File: config.mk
export PLATFORM = sky130hd
export DESIGN_NAME = cc20_ctrl
export DESIGN_NICKNAME = d
export VERILOG_FILES = /design/src/rtl/cc20_pkg.sv /design/src/rtl/cc20_ctrl.sv
export SDC_FILE = /design/constraint.sdc
export NUM_CORES = 1
export LEC_CHECK = 0
export BUFFER_PORTS_ARGS = -buffer_cell sky130_fd_sc_hd__buf_2
export CORE_AREA = 2 2 39 41
export CTS_BUF_LIST = sky130_fd_sc_hd__clkbuf_4 sky130_fd_sc_hd__clkbuf_8
export DETAILED_ROUTE_END_ITERATION = 16
export DIE_AREA = 0 0 41 43
export PLACE_DENSITY = 0.6
export SLEW_MARGIN = 5
export SYNTH_ARGS = -nofsm -noshare
export SYNTH_HDL_FRONTEND = slang
export SYNTH_SLANG_ARGS = --single-unit
File: constraint.sdc
create_clock -name clock -period 1.4 [get_ports clock]
set_input_delay 0.28 -clock clock [delete_from_list [all_inputs] [get_ports clock]]
set_output_delay 0.28 -clock clock [all_outputs]
set_load 0.1 [all_outputs]
File: src/rtl/cc20_pkg.sv
// shared types, constants and round functions of the chacha20 stream xor core
package cc20_pkg;

   localparam int CC20_DOUBLE_ROUNDS = 10;
   localparam int CC20_WORDS         = 16;
   localparam int CC20_CSR_IDX_W     = 3;
   localparam int CC20_CSR_DATA_W    = 64;

   typedef logic [31:0] word_type;

   localparam word_type SIGMA [4] = '{
      32'h61707865, 32'h3320646e, 32'h79622d32, 32'h6b206574
   };

   // configuration register indexes
   typedef enum logic [CC20_CSR_IDX_W-1:0] {
      CSR_KEY_0_7    = 3'd0,
      CSR_KEY_8_15   = 3'd1,
      CSR_KEY_16_23  = 3'd2,
      CSR_KEY_24_31  = 3'd3,
      CSR_NONCE_0_7  = 3'd4,
      CSR_NONCE_8_11 = 3'd5
   } csr_index_type;

   typedef enum logic [2:0] {
      ST_IDLE,
      ST_LOAD,
      ST_ROUND,
      ST_FINAL,
      ST_EMIT
   } state_type;

   // controller to datapath
   typedef struct packed {
      logic latch_item;   // hold accepted byte, a new block is needed
      logic emit_direct;  // result from the byte on the input port
      logic load_init;    // working words take the initial state
      logic do_round;     // one column or diagonal round
      logic diag;         // round is a diagonal round
      logic final_add;    // add initial state, block done
      logic emit_held;    // result from the held byte
   } cmd_type;

   // datapath to controller
   typedef struct packed {
      logic need_block;   // byte on the input port needs a fresh block
      logic out_free;     // output register can take a result this cycle
   } status_type;

   typedef struct packed {
      word_type a;
      word_type b;
      word_type c;
      word_type d;
   } quad_type;

   function automatic word_type cc20_rotl(input word_type v, input int n);
      return (v << n) | (v >> (32 - n));
   endfunction

   function automatic quad_type cc20_quarter(input quad_type q);
      quad_type r;
      r = q;
      r.a = r.a + r.b; r.d = cc20_rotl(r.d ^ r.a, 16);
      r.c = r.c + r.d; r.b = cc20_rotl(r.b ^ r.c, 12);
      r.a = r.a + r.b; r.d = cc20_rotl(r.d ^ r.a, 8);
      r.c = r.c + r.d; r.b = cc20_rotl(r.b ^ r.c, 7);
      return r;
   endfunction

endpackage

File: src/rtl/cc20_ctrl.sv
// controller state machine of the chacha20 stream xor core
module cc20_ctrl
   import cc20_pkg::*;
#(
   parameter int DOUBLE_ROUNDS = CC20_DOUBLE_ROUNDS
) (
   input  logic       clock,
   input  logic       reset,
   input  logic       req_valid,
   output logic       req_ready,
   input  status_type status,
   output cmd_type    cmd
);

   localparam int NUM_ROUNDS = 2 * DOUBLE_ROUNDS;
   localparam int RND_W      = $clog2(NUM_ROUNDS);
   localparam logic [RND_W-1:0] LAST_ROUND = RND_W'(NUM_ROUNDS - 1);

   state_type        state_ff, state_in;
   logic [RND_W-1:0] round_ff, round_in;

   always_ff @(posedge clock) begin
      if (reset) begin
         state_ff <= ST_IDLE;
         round_ff <= '0;
      end else begin
         state_ff <= state_in;
         round_ff <= round_in;
      end
   end

   always_comb begin
      state_in  = state_ff;
      round_in  = round_ff;
      cmd       = '0;
      req_ready = 1'b0;
      case (state_ff)
         ST_IDLE: begin
            req_ready = status.out_free;
            if (req_valid && status.out_free) begin
               if (status.need_block) begin
                  cmd.latch_item = 1'b1;
                  state_in       = ST_LOAD;
               end else begin
                  cmd.emit_direct = 1'b1;
               end
            end
         end
         ST_LOAD: begin
            cmd.load_init = 1'b1;
            round_in      = '0;
            state_in      = ST_ROUND;
         end
         ST_ROUND: begin
            cmd.do_round = 1'b1;
            cmd.diag     = round_ff[0];
            round_in     = round_ff + 1'b1;
            if (round_ff == LAST_ROUND) begin
               state_in = ST_FINAL;
            end
         end
         ST_FINAL: begin
            cmd.final_add = 1'b1;
            state_in      = ST_EMIT;
         end
         ST_EMIT: begin
            if (status.out_free) begin
               cmd.emit_held = 1'b1;
               state_in      = ST_IDLE;
            end
         end
         default: begin
            state_in = ST_IDLE;
         end
      endcase
   end

   a_ready_only_idle: assert property (@(posedge clock) disable iff (reset)
      req_ready |-> state_ff == ST_IDLE)
      else $error("input ready outside idle");

   a_rounds_then_final: assert property (@(posedge clock) disable iff (reset)
      (state_ff == ST_ROUND && round_ff == LAST_ROUND) |=> state_ff == ST_FINAL)
      else $error("round sequence did not end in final add");

   a_round_bound: assert property (@(posedge clock) disable iff (reset)
      state_ff == ST_ROUND |-> round_ff <= LAST_ROUND)
      else $error("round counter out of range");

endmodule

Word-level counts from Yosys, hierarchy flattened

Cells that the tools add are included.
Widths: inputs -> output; s select.

Word-level logic and storage cells: 32
Bits in registers: 8
Output and inout bits: 8

Reductions and logical operators: 4
Multiplexer cells: 16
Equality and inequality tests: 9
Add/sub/neg operators: 1

Operator list:

| operator            | number |
|---|---|
| $pmux 3 s5          | 1 |
| $mux 3              | 4 |
| $pmux 5 s2          | 1 |
| $ne 2x2->1 const B  | 4 |
| $mux 1              | 7 |
| $eq 3x2->1 const B  | 2 |
| $mux 2              | 3 |
| $add 5x1->5 const B | 1 |
| $eq 5x5->1 const B  | 1 |
| $reduce_and 4->1    | 1 |
| $eq 3x1->1 const B  | 1 |
| $eq 3x3->1 const B  | 1 |
| $logic_not 3->1     | 1 |
| $reduce_bool 2->1   | 1 |
| $logic_and 1x1->1   | 1 |

Logic depth before layout (Yosys ltp)

Depth in word-level cells: 3
Mapped depth: 6

Worst setup path before layout

Ideal clock, no wire load.

Kind: reg-to-output
Start: register state_ff[1]
End: output cmd[5] in the netlist's numbering
Path slack: -4,078 ps
Arrival time: 5,198 ps
Cell stages (with the launch flop): 5
Required time: 1,120 ps
Cells stage by stage: dfxtp_1 > buf_4 > nor4b_1 > nand2_1 > nor2_1

RTL lines:

| what                   | line            | text |
|---|---|---|
| start, declared        | cc20_ctrl.sv:19 | `state_type state_ff, state_in;` |
| start signal, assigned | cc20_ctrl.sv:27 | `state_ff <= state_in;` |
| end, declared          | cc20_ctrl.sv:12 | `output cmd_type cmd` |

==> metrics.txt <==
setup slack at placement=-91.9 ps; final layout net count=87; count of placed standard cells including taps=88; Fmax=579 MHz; Worst Clk Skew=0.441 ps; slowest cell delay on critical path=roughly 340 ps; CTS clk-pin slew, worst paths=about 60 ps; Critical-path top delay cell=sky130_fd_sc_hd__dfxtp_2; clk root buf=sky130_fd_sc_hd__clkbuf_4; Routed WL per cell=approximately 13 um; max-capacitance violation count=0; count of buffers from port buffering=12; element type at the critical path start=flip-flop; area of the core=0.00138 mm^2; number of violations reported at the end of detailed-routing iteration 0=4; Horiz. Die Dim=just over 40 um; category of the critical setup timing path=reg -> out; I/O pin count=13; synthesis-to-layout area growth=100%; CTS Buf Count=3; setup repair after global routing missed its margin=true; worst ir drop on vdd=between 0.3 and 0.4 mV; total leakage power=0.373 nW; combined area of all synthesized cells=444 um^2; cell area after placement=between 700 and 800 um^2; number of endpoints with negative hold slack in the final report=0; post-DR vias/cell=~5.3; cell-by-cell trace of the critical path=buf_6 -> nor4b_4 -> nand2_1 -> nor2_4 -> buf_12; fraction of layout cells with a size suffix above 1=0.658; outcome=finished with violations; category of the worst setup path capture point=output port; GPL Wtd Cong=slightly below 0.7; max-slew violations=0; number of global-route vias before repair=about 440; final worst hold slack=~330 ps; setup-violating endpoint count in the final report=8; synthesized area divided by synthesized cell count=~8.4 um^2; violations in the final reports=setup timing; starting utilization of the core area=0.321; total via count after detailed routing=501; post-route ant nets=0; count of antenna diodes in the layout=0; min setup slack post-route=-326 ps; buffer levels on the longest clock path=2; Syn Inst Count=53; time the worst path needs with I/O delays and setup=1730 ps; Rel. slew slack=0.836; post-route clock period utilization=1.23; TritonCTS clock tree=done; summed area of non-filler cells in the final layout=roughly 900 um^2; crit path max fanout=4; total overflow reported by the global router=0; number of detailed-route iterations in the first pass=5; clk_lat worst skew=260 ps; pin count of the biggest net entering global routing=10; antenna violations before repair=0; number of clock sinks=8; power per standard cell area=~680 mW/mm^2; flip-flop and latch count after synthesis=8; Worst Max-Slew Pin Slew=approximately 240 ps; DRC=0; post-route non-filler standard cell count=95; worst hold path type=in -> reg; std cell rows=14; sequential element share of the synthesized area=0.361; CP Data Required Time=~1100 ps; wire length of the first global-routing pass=roughly 1800 um; final HPWL from detailed placement=approximately 840 um; Die Ht=~43 um; post-synth net total=59; Total Routed Length=roughly 1200 um; Overall Global Routing Usage=0.155; CTS HTree Levels=1; distinct cell type count of the synthesized netlist=28; die area=approximately 0.0018 mm^2; FILL cells=about 110; hold_buf cts=0; Yosys warning total=0; Crit path arrival time=approximately 1500 ps
[cell usage after synthesis]
| cell | n | share of area |
|---|---|---|
| sky130_fd_sc_hd__buf_6 | 1 | 0.025 |
| sky130_fd_sc_hd__or3_1 | 1 | 0.014 |
| sky130_fd_sc_hd__nand2b_1 | 1 | 0.014 |
| sky130_fd_sc_hd__nand3_1 | 4 | 0.045 |
| sky130_fd_sc_hd__o2111ai_1 | 2 | 0.039 |
| sky130_fd_sc_hd__nor2_1 | 4 | 0.034 |
| sky130_fd_sc_hd__nand2_1 | 3 | 0.025 |
| sky130_fd_sc_hd__nand4_1 | 1 | 0.014 |
| sky130_fd_sc_hd__inv_1 | 3 | 0.025 |
| sky130_fd_sc_hd__o21a_1 | 1 | 0.017 |
| sky130_fd_sc_hd__nor4b_1 | 1 | 0.020 |
| sky130_fd_sc_hd__o41ai_1 | 2 | 0.039 |
| sky130_fd_sc_hd__ha_1 | 1 | 0.028 |
| sky130_fd_sc_hd__buf_4 | 2 | 0.034 |
| sky130_fd_sc_hd__xnor2_1 | 1 | 0.020 |
| sky130_fd_sc_hd__a211oi_2 | 1 | 0.028 |
| sky130_fd_sc_hd__clkbuf_1 | 2 | 0.017 |
| sky130_fd_sc_hd__and2_1 | 1 | 0.014 |
| sky130_fd_sc_hd__nor3_1 | 1 | 0.011 |
| sky130_fd_sc_hd__clkinv_1 | 1 | 0.0084 |
| sky130_fd_sc_hd__dfxtp_1 | 8 | 0.36 |
| sky130_fd_sc_hd__or3b_2 | 1 | 0.020 |
| sky130_fd_sc_hd__a21oi_1 | 4 | 0.045 |
| sky130_fd_sc_hd__and3_1 | 2 | 0.028 |
| sky130_fd_sc_hd__or3b_1 | 1 | 0.020 |
| sky130_fd_sc_hd__a2111oi_0 | 1 | 0.020 |
| sky130_fd_sc_hd__and3b_1 | 1 | 0.020 |
| sky130_fd_sc_hd__a31oi_1 | 1 | 0.014 |
[power breakdown]
| group | total, mW | internal [mW] | switching [mW] |
|---|---|---|---|
| sequential | 0.235 | 0.231 | 0.00342 |
| combinational | 0.174 | 0.0745 | 0.0998 |
| clock | 0.195 | 0.0993 | 0.0955 |
[cells in the final DEF, fill, tap and decap left out, types with 2 or more instances in the layout]
| cell | n |
|---|---|
| sky130_fd_sc_hd__o2111ai_2 | 2 |
| sky130_fd_sc_hd__and3_4 | 2 |
| sky130_fd_sc_hd__dfxtp_2 | 3 |
| sky130_fd_sc_hd__buf_6 | 4 |
| sky130_fd_sc_hd__buf_4 | 12 |
| sky130_fd_sc_hd__buf_2 | 4 |
| sky130_fd_sc_hd__buf_12 | 8 |
| sky130_fd_sc_hd__inv_1 | 2 |
| sky130_fd_sc_hd__nand3_1 | 4 |
| sky130_fd_sc_hd__nor2_4 | 2 |
| sky130_fd_sc_hd__o41ai_2 | 2 |
| sky130_fd_sc_hd__or3b_4 | 2 |
| sky130_fd_sc_hd__a21oi_1 | 4 |
| sky130_fd_sc_hd__nor2_1 | 2 |
| sky130_fd_sc_hd__dfxtp_1 | 5 |
| sky130_fd_sc_hd__clkbuf_4 | 3 |
| sky130_fd_sc_hd__nand2_1 | 3 |
[routing by layer]
metal	track usage	share of wire	vias to the layer above
met5	0	0	-
met4	0.0800	0.011	0
met3	0.0524	0.055	4
met2	0.244	0.54	15
met1	0.176	0.39	239
li1	-	-	243
[state kept, by name, summed over array words and instances, names as in the netlist]
name,cells
round_ff,5
state_ff,3
[final timing paths]
kind                                   end  cells past startpoint  slack [ps]                     start
hold / removal    state_ff[0]$_SDFFE_PP0P_                      2         330                     reset
setup reg to reg  state_ff[0]$_SDFFE_PP0P_                      4           0  state_ff[1]$_SDFFE_PP0P_
setup / recovery                    cmd[5]                      5        -330  state_ff[1]$_SDFFE_PP0P_
hold reg to reg   round_ff[1]$_SDFFE_PP0P_                      2         490  round_ff[1]$_SDFFE_PP0P_
[per-stage QoR]
| stage | total power, mW | utilization | setup TNS, ps |
|---|---|---|---|
| after floorplan | 0.334 | - | -3410 |
| after global placement | 0.392 | 0.540 | -446 |
| after detailed placement | 0.393 | 0.540 | -560 |
| after CTS | 0.594 | 0.602 | -1920 |
| after global routing | 0.626 | 0.642 | -2400 |
| final | 0.604 | 0.642 | -1910 |
[area by class of cell]
class                           count  area, um^2  share of cell area
Inverter                            4        31.3              0.0352
Tap cell                           16        20.0              0.0225
Multi-Input combinational cell     36         335               0.377
Sequential cell                     8         164               0.185
Clock buffer                        3        22.5              0.0254
Timing Repair Buffer               28         315               0.355
[critical path: cells and delay by family (launching register included)]
kind	cells	cell delay (ps)
buffers and inverters	2	300
and+or+nand+nor	3	540
DFF	1	340
[timing repair]
item / CTS / global route
buffers inserted: 3 / 2
pin swaps: 8 / 9
resized for setup: 14 / 8
setup endpoints to repair: 12 / 12
[logic make-up (layout without fill, tap and decap cells)]
kind of cell / Yosys count / count (layout) / synth area share
simple gates: 22 / 22 / 0.279
compound gates: 12 / 12 / 0.203
buf+inv: 9 / 35 / 0.110
flops: 8 / 8 / 0.361
fa+ha+maj: 1 / 1 / 0.0282
xor+xnor: 1 / 1 / 0.0197
Power figures use the tool's default switching activity.
